===== src/rtl/c_source_minifier_top_assert.svh =====
//------------------------------------------------------------------------------
// C source minifier assertion macros
// Shared concurrent-assertion forms, clocked on clk, disabled in reset.
//------------------------------------------------------------------------------
`ifndef C_SOURCE_MINIFIER_TOP_ASSERT_SVH
`define C_SOURCE_MINIFIER_TOP_ASSERT_SVH

// same-cycle implication
`define CMINF_ASSERT_NOW(label, ante, cons, msg) \
  label: assert property (@(posedge clk) disable iff (!rst_n) (ante) |-> (cons)) \
    else $error(msg);

// next-cycle implication
`define CMINF_ASSERT_NEXT(label, ante, cons, msg) \
  label: assert property (@(posedge clk) disable iff (!rst_n) (ante) |=> (cons)) \
    else $error(msg);

`endif


===== src/rtl/cminf_pkg.sv =====
//------------------------------------------------------------------------------
// cminf_pkg
// Scanner mode codes, character codes and shared types of the minifier.
//------------------------------------------------------------------------------
package cminf_pkg;

  // scanner modes
  localparam logic [3:0] MODE_NORMAL     = 4'd0;
  localparam logic [3:0] MODE_SLASH      = 4'd1;
  localparam logic [3:0] MODE_BLOCK      = 4'd2;
  localparam logic [3:0] MODE_BLOCK_STAR = 4'd3;
  localparam logic [3:0] MODE_LITERAL    = 4'd4;
  localparam logic [3:0] MODE_ESCAPE     = 4'd5;
  localparam logic [3:0] MODE_LINE       = 4'd6;
  localparam logic [3:0] MODE_DIRECTIVE  = 4'd7;
  localparam logic [3:0] MODE_SPACE      = 4'd8;

  // characters
  localparam logic [7:0] CH_SLASH  = 8'h2F;
  localparam logic [7:0] CH_STAR   = 8'h2A;
  localparam logic [7:0] CH_HASH   = 8'h23;
  localparam logic [7:0] CH_BSLASH = 8'h5C;
  localparam logic [7:0] CH_LF     = 8'h0A;
  localparam logic [7:0] CH_CR     = 8'h0D;
  localparam logic [7:0] CH_TAB    = 8'h09;
  localparam logic [7:0] CH_SPACE  = 8'h20;
  localparam logic [7:0] CH_DQUOTE = 8'h22;
  localparam logic [7:0] CH_SQUOTE = 8'h27;
  localparam logic [7:0] CH_UPPER_L = 8'h4C;
  localparam logic [7:0] CH_DOT    = 8'h2E;
  localparam logic [7:0] CH_UNDER  = 8'h5F;
  localparam logic [7:0] CH_EQ     = 8'h3D;
  localparam logic [7:0] CH_GT     = 8'h3E;
  localparam logic [7:0] CH_LT     = 8'h3C;
  localparam logic [7:0] CH_BANG   = 8'h21;
  localparam logic [7:0] CH_PLUS   = 8'h2B;
  localparam logic [7:0] CH_MINUS  = 8'h2D;
  localparam logic [7:0] CH_PIPE   = 8'h7C;
  localparam logic [7:0] CH_AMP    = 8'h26;
  localparam logic [7:0] CH_CARET  = 8'h5E;
  localparam logic [7:0] CH_PCT    = 8'h25;
  localparam logic [7:0] CH_COLON  = 8'h3A;

  // results produced by one source byte
  typedef struct packed {
    logic [2:0][7:0] bytes;
    logic [1:0]      cnt;
  } grp_t;

  // full outcome of one scan step
  typedef struct packed {
    logic [3:0] scan_mode;
    logic [3:0] prior_mode;
    logic [7:0] quote_byte;
    grp_t       grp;
  } step_t;

endpackage


===== src/rtl/cminf_step.sv =====
//------------------------------------------------------------------------------
// cminf_step
// Combinational scan step: next mode, prior mode, remembered quote and emitted bytes.
//------------------------------------------------------------------------------
module cminf_step
  import cminf_pkg::*;
(
  input  logic       keep,
  input  logic [3:0] scan_mode,
  input  logic [3:0] prior_mode,
  input  logic [7:0] prior_byte,
  input  logic [7:0] quote_byte,
  input  logic [7:0] cur_byte,
  output step_t      step
);

  function automatic logic is_digit(input logic [7:0] c);
    return (c >= 8'h30) && (c <= 8'h39);
  endfunction

  function automatic logic is_name(input logic [7:0] c);
    return is_digit(c) || ((c >= 8'h61) && (c <= 8'h7A)) ||
           ((c >= 8'h41) && (c <= 8'h5A)) || (c == CH_UNDER);
  endfunction

  function automatic logic is_compound(input logic [7:0] p, input logic [7:0] c);
    logic r;
    r = 1'b0;
    if (c == CH_GT && p == CH_MINUS) r = 1'b1;
    else if (c == CH_EQ)
      r = (p == CH_LT) || (p == CH_GT) || (p == CH_BANG) || (p == CH_PLUS) ||
          (p == CH_MINUS) || (p == CH_STAR) || (p == CH_SLASH) || (p == CH_PIPE) ||
          (p == CH_AMP) || (p == CH_CARET) || (p == CH_PCT);
    return r;
  endfunction

  function automatic logic is_doubled_ok(input logic [7:0] c);
    return (c == CH_PLUS) || (c == CH_MINUS) || (c == CH_PIPE) || (c == CH_AMP) ||
           (c == CH_COLON) || (c == CH_EQ) || (c == CH_LT) || (c == CH_GT) ||
           (c == CH_DOT);
  endfunction

  logic [2:0][7:0] em;
  logic [1:0]      cnt;
  logic [3:0]      nscan;
  logic [3:0]      left;
  logic [7:0]      nquote;
  logic            is_quote;
  logic            is_ws;
  logic            is_eol;
  logic            pn;
  logic            bn;

  always_comb begin
    em       = '0;
    cnt      = 2'd0;
    nscan    = scan_mode;
    left     = scan_mode;
    nquote   = quote_byte;
    is_quote = (cur_byte == CH_DQUOTE) || (cur_byte == CH_SQUOTE);
    is_eol   = (cur_byte == CH_LF) || (cur_byte == CH_CR);
    is_ws    = is_eol || (cur_byte == CH_TAB) || (cur_byte == CH_SPACE);
    pn       = is_name(prior_byte);
    bn       = is_name(cur_byte);

    case (scan_mode)
      MODE_NORMAL: begin
        if (cur_byte == CH_SLASH) begin
          nscan = MODE_SLASH;
        end else if (cur_byte == CH_HASH) begin
          if (keep) begin
            em[cnt] = CH_LF;    cnt = cnt + 2'd1;
            em[cnt] = cur_byte; cnt = cnt + 2'd1;
          end
          nscan = MODE_DIRECTIVE;
        end else if (is_quote) begin
          if (prior_mode != MODE_SPACE && prior_byte != CH_UPPER_L) begin
            em[cnt] = CH_SPACE; cnt = cnt + 2'd1;
          end
          em[cnt] = cur_byte; cnt = cnt + 2'd1;
          nscan  = MODE_LITERAL;
          nquote = cur_byte;
        end else if (cur_byte == CH_BSLASH) begin
          nscan = MODE_ESCAPE;
        end else if (is_ws) begin
          if (prior_mode != MODE_SPACE) begin
            em[cnt] = CH_SPACE; cnt = cnt + 2'd1;
          end
          left = MODE_SPACE;
        end else begin
          // token boundary spacing
          if (prior_mode != MODE_SPACE) begin
            if (pn != bn && !(is_digit(prior_byte) && cur_byte == CH_DOT) &&
                !(prior_byte == CH_DOT && is_digit(cur_byte))) begin
              em[cnt] = CH_SPACE; cnt = cnt + 2'd1;
            end
            if (!pn && !bn) begin
              if (prior_byte != cur_byte) begin
                if (!is_compound(prior_byte, cur_byte)) begin
                  em[cnt] = CH_SPACE; cnt = cnt + 2'd1;
                end
              end else if (!is_doubled_ok(cur_byte)) begin
                em[cnt] = CH_SPACE; cnt = cnt + 2'd1;
              end
            end
          end
          em[cnt] = cur_byte; cnt = cnt + 2'd1;
        end
      end
      MODE_SLASH: begin
        if (cur_byte == CH_SLASH) begin
          nscan = MODE_LINE;
        end else if (cur_byte == CH_STAR) begin
          nscan = MODE_BLOCK;
        end else if (cur_byte == CH_BSLASH) begin
          em[cnt] = CH_SLASH; cnt = cnt + 2'd1;
          left  = MODE_NORMAL;
          nscan = MODE_ESCAPE;
        end else if (cur_byte == CH_SPACE) begin
          em[cnt] = CH_SLASH; cnt = cnt + 2'd1;
          nscan = MODE_NORMAL;
        end else if (is_quote) begin
          em[cnt] = CH_SLASH; cnt = cnt + 2'd1;
          em[cnt] = cur_byte; cnt = cnt + 2'd1;
          nscan  = MODE_LITERAL;
          nquote = cur_byte;
        end else begin
          em[cnt] = CH_SLASH; cnt = cnt + 2'd1;
          if (cur_byte != CH_EQ) begin
            em[cnt] = CH_SPACE; cnt = cnt + 2'd1;
          end
          em[cnt] = cur_byte; cnt = cnt + 2'd1;
          nscan = MODE_NORMAL;
        end
      end
      MODE_BLOCK: begin
        if (cur_byte == CH_STAR) nscan = MODE_BLOCK_STAR;
      end
      MODE_BLOCK_STAR: begin
        if (cur_byte == CH_SLASH) begin
          nscan = MODE_NORMAL;
        end else if (cur_byte == CH_STAR) begin
          nscan = MODE_BLOCK_STAR;
        end else if (cur_byte == CH_BSLASH) begin
          left  = MODE_BLOCK;
          nscan = MODE_ESCAPE;
        end else begin
          nscan = MODE_BLOCK;
        end
      end
      MODE_LITERAL: begin
        if (is_quote) begin
          em[cnt] = cur_byte; cnt = cnt + 2'd1;
          if (cur_byte == quote_byte) nscan = MODE_NORMAL;
        end else if (cur_byte == CH_BSLASH) begin
          nscan = MODE_ESCAPE;
        end else begin
          em[cnt] = cur_byte; cnt = cnt + 2'd1;
        end
      end
      MODE_ESCAPE: begin
        // back to the mode the escape came from
        nscan = prior_mode;
        if (prior_mode == MODE_NORMAL || prior_mode == MODE_LITERAL ||
            (prior_mode == MODE_DIRECTIVE && keep)) begin
          em[cnt] = CH_BSLASH; cnt = cnt + 2'd1;
          em[cnt] = cur_byte;  cnt = cnt + 2'd1;
        end
      end
      MODE_LINE: begin
        if (is_eol) begin
          left  = MODE_SPACE;
          nscan = MODE_NORMAL;
        end
      end
      MODE_DIRECTIVE: begin
        if (cur_byte == CH_BSLASH) begin
          nscan = MODE_ESCAPE;
        end else if (is_eol) begin
          nscan = MODE_NORMAL;
          if (keep) begin
            em[cnt] = cur_byte; cnt = cnt + 2'd1;
            left = MODE_SPACE;
          end
        end else if (keep) begin
          em[cnt] = cur_byte; cnt = cnt + 2'd1;
        end
      end
      default: begin
      end
    endcase

    step.scan_mode  = nscan;
    step.prior_mode = left;
    step.quote_byte = nquote;
    step.grp.bytes  = em;
    step.grp.cnt    = cnt;
  end

endmodule


===== src/rtl/cminf_ser.sv =====
//------------------------------------------------------------------------------
// cminf_ser
// Result register: holds one byte group and sends it out a byte per request.
//------------------------------------------------------------------------------
module cminf_ser
  import cminf_pkg::*;
(
  input  logic       clk,
  input  logic       rst_n,
  input  logic       load,
  input  grp_t       grp,
  output logic       free,
  output logic       out_valid,
  input  logic       out_stall,
  output logic [7:0] out_byte,
  output logic       out_last
);

  logic [2:0][7:0] bytes_r;
  logic [1:0]      cnt_r;
  logic [1:0]      idx_r;
  logic            valid_r;
  logic            valid_nxt;
  logic [1:0]      idx_nxt;
  logic            send;

  assign send      = valid_r && !out_stall;
  assign out_valid = valid_r;
  assign out_last  = (idx_r == cnt_r - 2'd1);
  assign free      = !valid_r || (send && out_last);

  always_comb begin
    case (idx_r)
      2'd0:    out_byte = bytes_r[0];
      2'd1:    out_byte = bytes_r[1];
      2'd2:    out_byte = bytes_r[2];
      default: out_byte = bytes_r[0];
    endcase
  end

  always_comb begin
    valid_nxt = valid_r;
    idx_nxt   = idx_r;
    if (load) begin
      valid_nxt = 1'b1;
      idx_nxt   = 2'd0;
    end else if (send) begin
      if (out_last) valid_nxt = 1'b0;
      else          idx_nxt   = idx_r + 2'd1;
    end
  end

  always_ff @(posedge clk) begin
    if (!rst_n) begin
      valid_r <= 1'b0;
      idx_r   <= 2'd0;
    end else begin
      valid_r <= valid_nxt;
      idx_r   <= idx_nxt;
    end
  end

  always_ff @(posedge clk) begin
    if (load) begin
      bytes_r <= grp.bytes;
      cnt_r   <= grp.cnt;
    end
  end

`include "c_source_minifier_top_assert.svh"

  `CMINF_ASSERT_NOW(a_ser_load_free, load, free && grp.cnt != 2'd0, "group load into busy register")
  `CMINF_ASSERT_NOW(a_ser_idx_range, valid_r, idx_r < cnt_r, "result index past group count")
  `CMINF_ASSERT_NEXT(a_ser_last_drains, send && out_last && !load, !valid_r, "group not released")

endmodule


===== src/rtl/c_source_minifier_top.sv =====
//------------------------------------------------------------------------------
// c_source_minifier_top
// Streaming C source minifier, one source byte per request.
//------------------------------------------------------------------------------
// Usage:
//   in_valid/in_stall carry source bytes (in_byte). out_valid/out_stall carry
//   minified bytes (out_byte); out_last marks the final byte produced for one
//   source byte. A source byte may produce no output at all.
//   cfg_valid/cfg_ready write keep_directives (cfg_keep_directives); cfg_ready
//   is always high. Write it only while the block is idle.
// Path: an accepted byte is held in the input register and scanned there;
//   its results are loaded into the result register, which drives out_byte.
// Throughput: one source byte per cycle while each byte yields at most one
//   result and out_stall is low. A byte with more results holds the result
//   register until all are sent, so the output port (one byte per cycle) sets the sustained rate.
// Stall: while out_stall holds a group, the next byte waits in the input
//   register and in_stall rises; bytes with no result still pass through.
// Reset (synchronous, rst_n low): scanner in normal code mode, prior byte and
//   quote zero, keep_directives cleared, both registers empty.
//------------------------------------------------------------------------------
module c_source_minifier_top
  import cminf_pkg::*;
(
  input  logic       clk,
  input  logic       rst_n,
  // source bytes
  input  logic       in_valid,
  output logic       in_stall,
  input  logic [7:0] in_byte,
  // minified bytes
  output logic       out_valid,
  input  logic       out_stall,
  output logic [7:0] out_byte,
  output logic       out_last,
  // keep_directives register
  input  logic       cfg_valid,
  output logic       cfg_ready,
  input  logic       cfg_keep_directives
);

  // input register
  logic       item_valid_r;
  logic       item_valid_nxt;
  logic [7:0] item_byte_r;
  logic       in_take;

  // scanner state
  logic [3:0] scan_mode_r;
  logic [3:0] prior_mode_r;
  logic [7:0] prior_byte_r;
  logic [7:0] quote_byte_r;
  logic       keep_r;

  step_t      step;
  logic       grp_free;
  logic       consume;
  logic       load;

  assign cfg_ready = 1'b1;

  cminf_step u_step (
    .keep       (keep_r),
    .scan_mode  (scan_mode_r),
    .prior_mode (prior_mode_r),
    .prior_byte (prior_byte_r),
    .quote_byte (quote_byte_r),
    .cur_byte   (item_byte_r),
    .step       (step)
  );

  // a byte with no result never needs the result register
  assign consume  = item_valid_r && (grp_free || step.grp.cnt == 2'd0);
  assign load     = consume && step.grp.cnt != 2'd0;
  assign in_stall = item_valid_r && !consume;
  assign in_take  = in_valid && !in_stall;

  always_comb begin
    item_valid_nxt = item_valid_r;
    if (in_take)      item_valid_nxt = 1'b1;
    else if (consume) item_valid_nxt = 1'b0;
  end

  always_ff @(posedge clk) begin
    if (!rst_n) begin
      item_valid_r <= 1'b0;
      scan_mode_r  <= MODE_NORMAL;
      prior_mode_r <= MODE_NORMAL;
      prior_byte_r <= 8'd0;
      quote_byte_r <= 8'd0;
      keep_r       <= 1'b0;
    end else begin
      item_valid_r <= item_valid_nxt;
      if (consume) begin
        scan_mode_r  <= step.scan_mode;
        prior_mode_r <= step.prior_mode;
        prior_byte_r <= item_byte_r;
        quote_byte_r <= step.quote_byte;
      end
      if (cfg_valid && cfg_ready) keep_r <= cfg_keep_directives;
    end
  end

  always_ff @(posedge clk) begin
    if (in_take) item_byte_r <= in_byte;
  end

  cminf_ser u_ser (
    .clk       (clk),
    .rst_n     (rst_n),
    .load      (load),
    .grp       (step.grp),
    .free      (grp_free),
    .out_valid (out_valid),
    .out_stall (out_stall),
    .out_byte  (out_byte),
    .out_last  (out_last)
  );

`include "c_source_minifier_top_assert.svh"

  `CMINF_ASSERT_NOW(a_top_mode_live, 1'b1, scan_mode_r != MODE_SPACE, "space mode as scan mode")
  `CMINF_ASSERT_NEXT(a_top_hold_item, in_stall, item_valid_r && $stable(item_byte_r), "stalled byte lost")
  `CMINF_ASSERT_NEXT(a_top_prior_byte, consume, prior_byte_r == $past(item_byte_r), "prior byte not tracked")

endmodule

===== config.mk =====
export PLATFORM = sky130hd
export DESIGN_NAME = c_source_minifier_top
export DESIGN_NICKNAME = d
export VERILOG_FILES = /design/src/rtl/cminf_pkg.sv /design/src/rtl/cminf_step.sv /design/src/rtl/cminf_ser.sv /design/src/rtl/c_source_minifier_top.sv
export VERILOG_INCLUDE_DIRS = /design/src /design/src/rtl
export SDC_FILE = /design/constraint.sdc
export NUM_CORES = 1
export LEC_CHECK = 0
export BUFFER_PORTS_ARGS = -buffer_cell sky130_fd_sc_hd__buf_2
export CAP_MARGIN = 10
export CORE_ASPECT_RATIO = 1.1
export CORE_MARGIN = 2
export CORE_UTILIZATION = 60
export DETAILED_ROUTE_END_ITERATION = 8
export MAX_ROUTING_LAYER = met4
export PLACE_DENSITY_LB_ADDON = 0.05
export SKIP_LAST_GASP = 1
export SLEW_MARGIN = 0
export SYNTH_ARGS = -nofsm -noshare
export SYNTH_HDL_FRONTEND = slang
export SYNTH_HIERARCHICAL = 1
export SYNTH_SLANG_ARGS = --single-unit

===== constraint.sdc =====
create_clock -name clk -period 5.1 [get_ports clk]
set_input_delay 0.765 -clock clk [delete_from_list [all_inputs] [get_ports clk]]
set_output_delay 0.765 -clock clk [all_outputs]
set_load 0.01 [all_outputs]

==> impl_metrics.env, run 1 <==
export IMPL_yosysUniqueCellTypes=82
export IMPL_syn_inst=536
export IMPL_timing_rr_start="item_byte_r[2]"
export IMPL_syn_cell_area_um2=4570
export IMPL_worst_r2r_cell_count=16
export IMPL_hp_start="quote_byte_r[6]"
export IMPL_finalInstanceArea_um2=4900
export IMPL_crit_buf_inv=2
export IMPL_grt_pass1_vias=3796
export IMPL_slew_viol_final=0
export IMPL_synth_avg_cell_area_um2=8.53
export IMPL_hp_class="register to register"
export IMPL_cts_tree="yes"
export IMPL_rsz0062_at_grt="false"
export IMPL_rows=33
export IMPL_setup_ws_ns=0.316
export IMPL_antenna_found_initial=0
export IMPL_cpPeakStageDelay_ns=0.39
export IMPL_maxCapViolCount=0
export IMPL_synth_warnings=6
export IMPL_synth_area_leaders="edfxtp_1 22%, dfxtp_1 13%, nand2_1 7.5%"
export IMPL_clkSlewWorstSetupHoldPaths_ns=0.06
export IMPL_synthDominantCellAreaShare=0.223
export IMPL_grt_remaining_overflow=0
export IMPL_seq_area_frac_synth=0.350
export IMPL_design_core_area_um2=7430
export IMPL_cts_made_buffers=9
export IMPL_fmax_mhz=209
export IMPL_fin_nets=568
export IMPL_start_util=0.615
export IMPL_cpMostUsedCell="ha_1"
export IMPL_synthArstFlopShare=0
export IMPL_run_status="completed"
export IMPL_crit_type="register to output pin"
export IMPL_synth_fa_ha_area_frac=0.0274
export IMPL_root_buffer="clkbuf_8"
export IMPL_grt_usage=0.303
export IMPL_vias_per_cell=6.43
export IMPL_synthXorXnorAreaFrac=0.0304
export IMPL_reg2reg_to="item_byte_r[1]"
export IMPL_die_area_um2=8330
export IMPL_r2r_slack_ns=0.63
export IMPL_drt_pass1_iter_count=6
export IMPL_vias=4091
export IMPL_critPathTopFamily="simple AND/OR/NAND/NOR gates"
export IMPL_power_density_nw_per_um2=269
export IMPL_synth_net_count=560
export IMPL_place_hpwl_um=8420
export IMPL_drive_above_1_share=0.142
export IMPL_ys_ff_latch=63
export IMPL_slew_headroom=0.377
export IMPL_crit_fanout=5
export IMPL_dpl_cell_area_um2=4670
export IMPL_hold_viol_final=0
export IMPL_clockBufferDepth=2
export IMPL_cp_arrival_ns=4.02
export IMPL_min_period_ns=4.78
export IMPL_cpMaxStageDelayCell="edfxtp_1"
export IMPL_p_leak_nw=1.91
export IMPL_cp_end_kind="output pin"
export IMPL_grt_max_degree=53
export IMPL_route_detailed_drc=0
export IMPL_synth_compound_area_frac=0.199
export IMPL_synthMuxAreaShare=0.0701
export IMPL_drt_wl_total_um=11700
export IMPL_clk_latency_ns=0.34
export IMPL_ant_nets=0
export IMPL_clock_skew_ns=0.00724
export IMPL_cts_sinks=63
export IMPL_worst_pin_slew_ns=0.921
export IMPL_fin_hold_ws_ns=0.470
export IMPL_synth_flop_cell="edfxtp_1"
export IMPL_setup_viol=0
export IMPL_hold_end="quote_byte_r[6]"
export IMPL_dr_first_iter_drc_count=346
export IMPL_synth_edff_count=34
export IMPL_critPathLaunchType="register"
export IMPL_synthSimpleGateAreaFrac=0.258
export IMPL_synth_top_family_by_area="simple AND/OR/NAND/NOR gates"
export IMPL_yosysTopAreaCell="edfxtp_1"
export IMPL_diodes=0
export IMPL_path_cells="or2_2 > or3_1 > a21oi_1 > a2111o_1 > ha_1 > nand3_1 > inv_1 > ha_1 > mux2i_1 > a2bb2oi_2 > ha_1 > a21oi_1 > o211ai_1 > nor2_1 > nor3b_2 > buf_2"
export IMPL_grt_pass1_wl_um=19000
export IMPL_gp_congestion=0.927
export IMPL_timing_setup_tns_ns=0
export IMPL_power_mw=1.32
export IMPL_routedWlPerCell_um=18.5
export IMPL_min_path_cells=2
export IMPL_area_growth_pct=7.12
export IMPL_period_share=0.938
export IMPL_worstPathRequired_ns=4.34
export IMPL_dieWidth_um=87.2
export IMPL_cts_hold_buf=0
export IMPL_die_h_um=95.6
export IMPL_dp_slack_ns=0.394
export IMPL_io_buffer_count=24
export IMPL_htreeDepth=3
export IMPL_ios=26
export IMPL_peakVddDrop_mv=0.207
per-layer routing:
metal / part of all wire / track usage / wire [um] / vias up
met2: 0.48 / 0.485 / 5610 / 157
met4: 0.030 / 0.133 / 356 / 0
met5: 0 / - / 0 / -
li1: - / - / - / 1973
met1: 0.44 / 0.382 / 5180 / 1921
met3: 0.051 / 0.0459 / 596 / 40
Yosys cell counts (4+ instances only):
master,n
nor2_1,33
nand2b_1,4
nor4_1,4
a21oi_1,19
dfxtp_1,29
inv_1,20
xor2_1,13
a22oi_1,10
nand4_1,8
a21o_1,5
nand3_1,9
a31oi_1,11
buf_2,9
o21a_1,4
mux2i_1,28
o31ai_1,4
a2111oi_0,4
nor3_1,9
nand2_1,91
o211ai_1,5
or3_1,6
clkbuf_1,26
a211oi_1,5
o21ai_0,28
edfxtp_1,34
nor2b_1,12
and2_1,7
ha_1,10
sequential cells by signal (all words and copies together), names as in the netlist:
| register | cells |
|---|---|
| quote_byte_r | 8 |
| prior_byte_r | 8 |
| u_ser/out_valid | 1 |
| item_byte_r | 8 |
| scan_mode_r | 4 |
| u_ser/idx_r | 2 |
| prior_mode_r | 4 |
| item_valid_r | 1 |
| u_ser/cnt_r | 2 |
| keep_r | 1 |
| u_ser/bytes_r | 24 |
worst max-delay path by stage:
stage                   startpoint               end  slack (ns)  cells past startpoint
finish              item_byte_r[2]          in_stall        0.32                     16
global route        item_byte_r[2]          in_stall        0.02                     16
CTS                 item_byte_r[0]          in_stall        0.02                     16
detailed placement  item_byte_r[1]          in_stall        0.39                     16
global placement    item_byte_r[0]          in_stall        0.67                     16
floorplan           item_byte_r[1]  u_ser/bytes_r[0]        0.70                     18
per-stage QoR:
step	std cells	utilization
floorplan	536	-
global placement	616	0.628
detailed placement	616	0.628
CTS	632	0.653
global route	636	0.659
finish	636	0.659
what timing repair did:
| action | CTS | global route |
|---|---|---|
| resized for setup | 0 | 2 |
| setup endpoints to repair | 0 | 1 |
| buffers inserted | 0 | 4 |
placed cells by master (no fill, tap or decap), drive strengths merged, types with 4 or more instances in the layout:
cell type  count
a2111oi        4
a211oi         5
a21boi         4
a21o           5
a21oi         20
a22oi         10
a31oi         11
and2           7
buf           39
clkbuf        11
clkinv         4
dfxtp         29
edfxtp        34
ha            10
inv           20
mux2i         29
nand2         91
nand2b         4
nand3          9
nand4          9
nor2          33
nor2b         12
nor3          11
nor4           6
o211ai         5
o21a           4
o21ai         31
o31ai          5
or2            6
or3            8
or4b           5
xor2          13
report_power, final:
part           total [mW]  leakage [nW]  internal [mW]  switching (mW)
Clock               0.419        0.0982          0.234           0.185
Combinational       0.285          1.25          0.114           0.171
Sequential          0.613         0.563          0.586          0.0265
kinds of logic (layout without fill, tap and decap cells):
kind of cell             after synthesis  in the layout
AO/OA/AOI/OAI                        131            131
XOR/XNOR                              15             15
adder cells (fa/ha/maj)               10             10
buffers and inverters                 62             75
flip-flops                            63             63
multiplexers                          31             31
other                                  1              1
AND/OR/NAND/NOR                      223            223
worst register-to-register path, stage by stage (launching register included):
cell	delay [ns]
edfxtp_1	0.39
or2_2	0.38
or3_1	0.34
a21oi_1	0.17
a2111o_1	0.15
ha_1	0.23
nand3_1	0.16
inv_1	0.11
ha_1	0.30
mux2i_1	0.20
a2bb2oi_2	0.23
ha_1	0.28
a21oi_1	0.16
o211ai_1	0.11
nor2_1	0.23
nor3b_2	0.10
nor2b_1	0.58
layout make-up:
| type | count | area [um^2] |
|---|---|---|
| multi-input cells | 411 | 2690 |
| inverters | 20 | 75.1 |
| clock buffers | 11 | 141 |
| repair buffers | 39 | 233 |
| fillers | 644 | 2530 |
| clock inverters | 5 | 47.5 |
| flip-flops and latches | 63 | 1600 |
| well taps | 87 | 109 |
Note: power is estimated with default switching activity, not from simulation.
==> run 2, diff against run 1 <==
GPL_TIMING_DRIVEN = 0   (was not set)
==> impl_metrics.env, run 2 (synthesis gave the netlist of run 1 again) <==
export IMPL_place_hpwl_um=9270
export IMPL_crit_fanout=10
export IMPL_area_growth_pct=12.2
export IMPL_drive_above_1_share=0.168
export IMPL_critPathLaunchType="register"
export IMPL_worstPathRequired_ns=4.34
export IMPL_rows=33
export IMPL_die_h_um=95.6
export IMPL_hp_class="register to register"
export IMPL_fin_hold_ws_ns=0.457
export IMPL_setup_ws_ns=0.251
export IMPL_period_share=0.951
export IMPL_run_status="completed"
export IMPL_switching_power_mw=0.424
export IMPL_maxCapViolCount=0
export IMPL_clockBufferDepth=2
export IMPL_drt_wl_total_um=12900
export IMPL_layout_common_cells="91 x nand2_1, 34 x buf_2, 34 x edfxtp_1, 32 x nor2_1, 29 x dfxtp_1"
export IMPL_top_register="u_ser/bytes_r"
export IMPL_fmax_mhz=206
export IMPL_routedWlPerCell_um=19.2
export IMPL_worst_pin_slew_ns=1.02
export IMPL_min_period_ns=4.85
export IMPL_p_int_mw=1.01
export IMPL_power_density_nw_per_um2=279
export IMPL_comb_power_share=0.222
export IMPL_dieWidth_um=87.2
export IMPL_io_buffer_count=24
export IMPL_clock_skew_ns=0.0154
export IMPL_cp_end_kind="output pin"
export IMPL_grt_remaining_overflow=0
export IMPL_p_leak_nw=2.01
export IMPL_htreeDepth=3
export IMPL_final_common_cell="nand2_1"
export IMPL_ant_nets=0
export IMPL_power_mw=1.43
export IMPL_crit_path_start="item_byte_r[0]"
export IMPL_clk_latency_ns=0.36
export IMPL_clock_power_share=0.353
export IMPL_ios=26
export IMPL_die_area_um2=8330
export IMPL_route_detailed_drc=0
export IMPL_hold_viol_final=0
export IMPL_cp_arrival_ns=4.08
export IMPL_grt_pass1_vias=4077
export IMPL_vias_per_cell=6.42
export IMPL_cts_tree="yes"
export IMPL_crit_buf_inv=3
export IMPL_critPathTopFamily="compound AO/OA/AOI/OAI gates"
export IMPL_pwr_share_seq=0.426
export IMPL_largest_reg_flops=24
export IMPL_cts_sinks=63
export IMPL_grt_max_degree=29
export IMPL_setup_viol=0
export IMPL_peakVddDrop_mv=0.267
export IMPL_vias=4312
export IMPL_cpMaxStageDelayCell="edfxtp_1"
export IMPL_start_util=0.615
export IMPL_clkSlewWorstSetupHoldPaths_ns=0.07
export IMPL_gp_congestion=0.949
export IMPL_r2r_slack_ns=0.49
export IMPL_drt_pass1_iter_count=6
export IMPL_hp_start="prior_byte_r[2]"
export IMPL_swShare=0.297
export IMPL_fin_nets=604
export IMPL_root_buffer="clkbuf_8"
export IMPL_dr_first_iter_drc_count=311
export IMPL_diodes=0
export IMPL_cpPeakStageDelay_ns=0.56
export IMPL_grt_pass1_wl_um=20500
export IMPL_dp_slack_ns=-0.174
export IMPL_slew_viol_final=0
export IMPL_timing_rr_start="item_byte_r[0]"
export IMPL_slew_headroom=0.308
export IMPL_grt_usage=0.331
export IMPL_path_cells="buf_2 > a21oi_1 > a211oi_1 > a2111o_1 > ha_1 > nand3_1 > inv_1 > ha_1 > mux2i_1 > a2bb2oi_2 > ha_1 > a21oi_1 > o211ai_1 > nor2_2 > nor3b_2 > buf_2"
export IMPL_design_core_area_um2=7430
export IMPL_crit_type="register to output pin"
export IMPL_antenna_found_initial=0
export IMPL_cts_made_buffers=9
export IMPL_cpMostUsedCell="ha_1"
## run 2: worst paths after layout
kind                                    endpoint  cells past startpoint
worst max-delay path                    in_stall                     16
worst min-delay path             prior_byte_r[2]                      2
worst max register to register  u_ser/bytes_r[3]                     17
worst min register to register   prior_byte_r[2]                      2
## run 2: cell type report
type | instances | area (um^2)
clock inverter | 6 | 92.6
multi-input combinational | 411 | 2690
fill | 625 | 2300
clock buffer | 10 | 138
sequential | 63 | 1600
buffer | 38 | 205
tap | 87 | 109
timing repair buffer | 37 | 215
inverter | 20 | 75.1
## run 2: power by group through the flow
stage / clock network, mW / logic [mW] / registers, mW
after floorplan: 0 / 0.219 / 0.611
after global placement: 0 / 0.286 / 0.615
after detailed placement: 0 / 0.296 / 0.617
after CTS: 0.508 / 0.297 / 0.609
after global routing: 0.530 / 0.348 / 0.612
final: 0.504 / 0.317 / 0.608
## run 2: metrics by stage
| step | instance area (um^2) | instances | setup TNS [ns] | util |
|---|---|---|---|---|
| 2_1_floorplan | 4570 | 536 | 0 | - |
| 3_5_place_dp | 4800 | 647 | -4.86 | 0.646 |
| 3_3_place_gp | 4800 | 647 | 0 | 0.646 |
| 5_1_grt | 5130 | 672 | -0.00595 | 0.690 |
| 4_1_cts | 5030 | 660 | 0 | 0.677 |
| 6_report | 5130 | 672 | 0 | 0.690 |
## run 2: timing repair
| item | in CTS | in global routing |
|---|---|---|
| hold buffers | 0 | 0 |
| setup buffers | 0 | 13 |
| endpoints found under the setup margin | 30 | 38 |
| pin swaps | 0 | 1 |
| endpoints found under the hold margin | 0 | 0 |
| gates resized for setup | 5 | 3 |
## run 2: routing by layer
| metal | up-vias | track usage | part of all wire |
|---|---|---|---|
| met3 | 39 | 0.0545 | 0.066 |
| met5 | - | - | 0 |
| met1 | 2019 | 0.397 | 0.41 |
| li1 | 2039 | - | - |
| met4 | 0 | 0.156 | 0.036 |
| met2 | 215 | 0.542 | 0.49 |
## run 2: worst min-delay path: cells and delay by family, from the launching register on
kind / cells / cell delay, ns
simple gates: 1 / 0.05
mux: 1 / 0.05
flops: 1 / 0.31
==> run 3, diff against run 2 <==
clock period = 5.01 ns   (was 5.1 ns; I/O delays follow)
==> impl_metrics.env, run 3 (synthesis gave the netlist of run 1 again) <==
export IMPL_die_area_um2=8330
export IMPL_timing_setup_tns_ns=0
export IMPL_vias_per_cell=6.51
export IMPL_slew_headroom=0.306
export IMPL_clockBufferDepth=2
export IMPL_maxCapViolCount=0
export IMPL_worstPathRequired_ns=4.26
export IMPL_dieWidth_um=87.2
export IMPL_utilization=0.695
export IMPL_largest_reg_flops=24
export IMPL_setup_ws_ns=0.171
export IMPL_area_growth_pct=13.0
export IMPL_io_buffer_count=24
export IMPL_dr_first_iter_drc_count=401
export IMPL_die_h_um=95.6
export IMPL_vias=4404
export IMPL_cts_hold_buf=0
export IMPL_grt_pass1_vias=4077
export IMPL_grt_max_degree=29
export IMPL_run_status="completed"
export IMPL_drt_pass1_iter_count=6
export IMPL_cpMaxStageDelayCell="edfxtp_1"
export IMPL_crit_fanout=6
export IMPL_root_buffer="clkbuf_8"
export IMPL_peakVddDrop_mv=0.272
export IMPL_layoutNonFillerInstCount=677
export IMPL_antenna_found_initial=0
export IMPL_hp_class="register to register"
export IMPL_clock_power_share=0.350
export IMPL_fmax_mhz=207
export IMPL_htreeDepth=3
export IMPL_crit_buf_inv=2
export IMPL_crit_type="register to output pin"
export IMPL_start_util=0.615
export IMPL_dpl_cell_area_um2=4800
export IMPL_comb_power_share=0.229
export IMPL_design_core_area_um2=7430
export IMPL_cts_tree="yes"
export IMPL_routedWlPerCell_um=19.4
export IMPL_clk_latency_ns=0.36
export IMPL_slew_viol_final=0
export IMPL_finalInstanceArea_um2=5170
export IMPL_ant_nets=0
export IMPL_gp_congestion=0.949
export IMPL_fin_hold_ws_ns=0.457
export IMPL_critPathLaunchType="register"
export IMPL_n_fill_cell=623
export IMPL_p_int_mw=1.03
export IMPL_cpPeakStageDelay_ns=0.50
export IMPL_layout_common_cells="91 x nand2_1, 35 x buf_2, 34 x edfxtp_1, 32 x nor2_1, 29 x dfxtp_1"
export IMPL_grt_remaining_overflow=0
export IMPL_setup_viol=0
export IMPL_path_depth=16
export IMPL_multi_input_area_um2=2690
export IMPL_final_common_cell="nand2_1"
export IMPL_power_mw=1.47
export IMPL_worst_r2r_cell_count=18
export IMPL_fin_nets=609
export IMPL_cp_end_kind="output pin"
export IMPL_power_density_nw_per_um2=285
export IMPL_clock_skew_ns=0.0162
export IMPL_critPathTopFamily="simple AND/OR/NAND/NOR gates"
export IMPL_ios=26
export IMPL_cts_sinks=63
export IMPL_worst_pin_slew_ns=1.03
export IMPL_grt_usage=0.331
export IMPL_rows=33
export IMPL_cpMostUsedCell="ha_1"
export IMPL_seq_area_um2=1600
export IMPL_route_detailed_drc=0
export IMPL_pwr_share_seq=0.421
export IMPL_top_register="u_ser/bytes_r"
export IMPL_path_cells="or2_2 > or3_1 > a21oi_1 > a2111o_1 > ha_1 > nand3_1 > inv_1 > ha_1 > mux2i_1 > a2bb2oi_2 > ha_1 > a21oi_1 > o211ai_1 > nor2_2 > nor3b_2 > buf_2"
export IMPL_diodes=0
export IMPL_hold_viol_final=0
export IMPL_period_share=0.966
export IMPL_cts_made_buffers=9
export IMPL_swShare=0.298
export IMPL_cp_arrival_ns=4.09
export IMPL_min_period_ns=4.84
export IMPL_switching_power_mw=0.438
export IMPL_p_leak_nw=2.04
export IMPL_dp_slack_ns=-0.264
export IMPL_drive_above_1_share=0.178
export IMPL_drt_wl_total_um=13100
export IMPL_place_hpwl_um=9270
export IMPL_clkSlewWorstSetupHoldPaths_ns=0.07
export IMPL_min_path_cells=2
export IMPL_grt_pass1_wl_um=20500
export IMPL_dpl_cell_count=647
run 3: cell types whose count changed in the layout (fill, tap and decap cells not counted):
cell      previous run  this run
buf_2               34        35
clkbuf_2             3         5
clkbuf_1            20        18
buf_4               14        18
run 3: final cells by class:
cell class | instances | area share
buffer | 37 | 0.0392
timing repair buffer | 43 | 0.0494
inverter | 20 | 0.0145
clock inverter | 6 | 0.0179
tap | 87 | 0.0211
clock buffer | 10 | 0.0266
sequential | 63 | 0.310
multi-input combinational | 411 | 0.521
run 3: worst reg2reg max path, stage by stage, from the launching register on:
cell and delay, ns:
edfxtp_1 0.50, or2_2 0.40, or3_1 0.34, a21oi_1 0.16, a2111o_1 0.15, ha_1 0.23
nand3_1 0.16, inv_1 0.12, ha_1 0.31, mux2i_1 0.17, a2bb2oi_2 0.22, ha_1 0.26
a21oi_1 0.16, o211ai_1 0.15, nor2_2 0.21, buf_4 0.14, o21a_1 0.12, buf_6 0.17
and2b_4 0.43
run 3: power groups by stage:
stage	registers, mW	clock network [mW]	logic, mW
2_1_floorplan	0.622	0	0.223
3_3_place_gp	0.626	0	0.291
3_5_place_dp	0.628	0	0.301
4_1_cts	0.620	0.517	0.304
5_1_grt	0.622	0.539	0.368
6_report	0.618	0.515	0.337
run 3: final timing paths:
check	to	startpoint	slack, ns
max	in_stall	item_byte_r[2]	0.17
min	prior_byte_r[2]	prior_byte_r[2]	0.46
max reg2reg	u_ser/bytes_r[3]	item_byte_r[2]	0.28
min reg2reg	prior_byte_r[2]	prior_byte_r[2]	0.46
run 3: timing repair:
action                                  4_1_cts  5_1_grt
resized for setup                             6        4
pin swaps                                     0        4
endpoints found under the setup margin       38       38
endpoints found under the hold margin         0        0
setup buffers                                 0       19
run 3: layer usage:
layer | share of wire | up-vias | global-route usage
met5 | 0 | - | -
met4 | 0.039 | 0 | 0.156
met1 | 0.41 | 2046 | 0.397
li1 | - | 2055 | -
met2 | 0.48 | 253 | 0.542
met3 | 0.075 | 50 | 0.0545
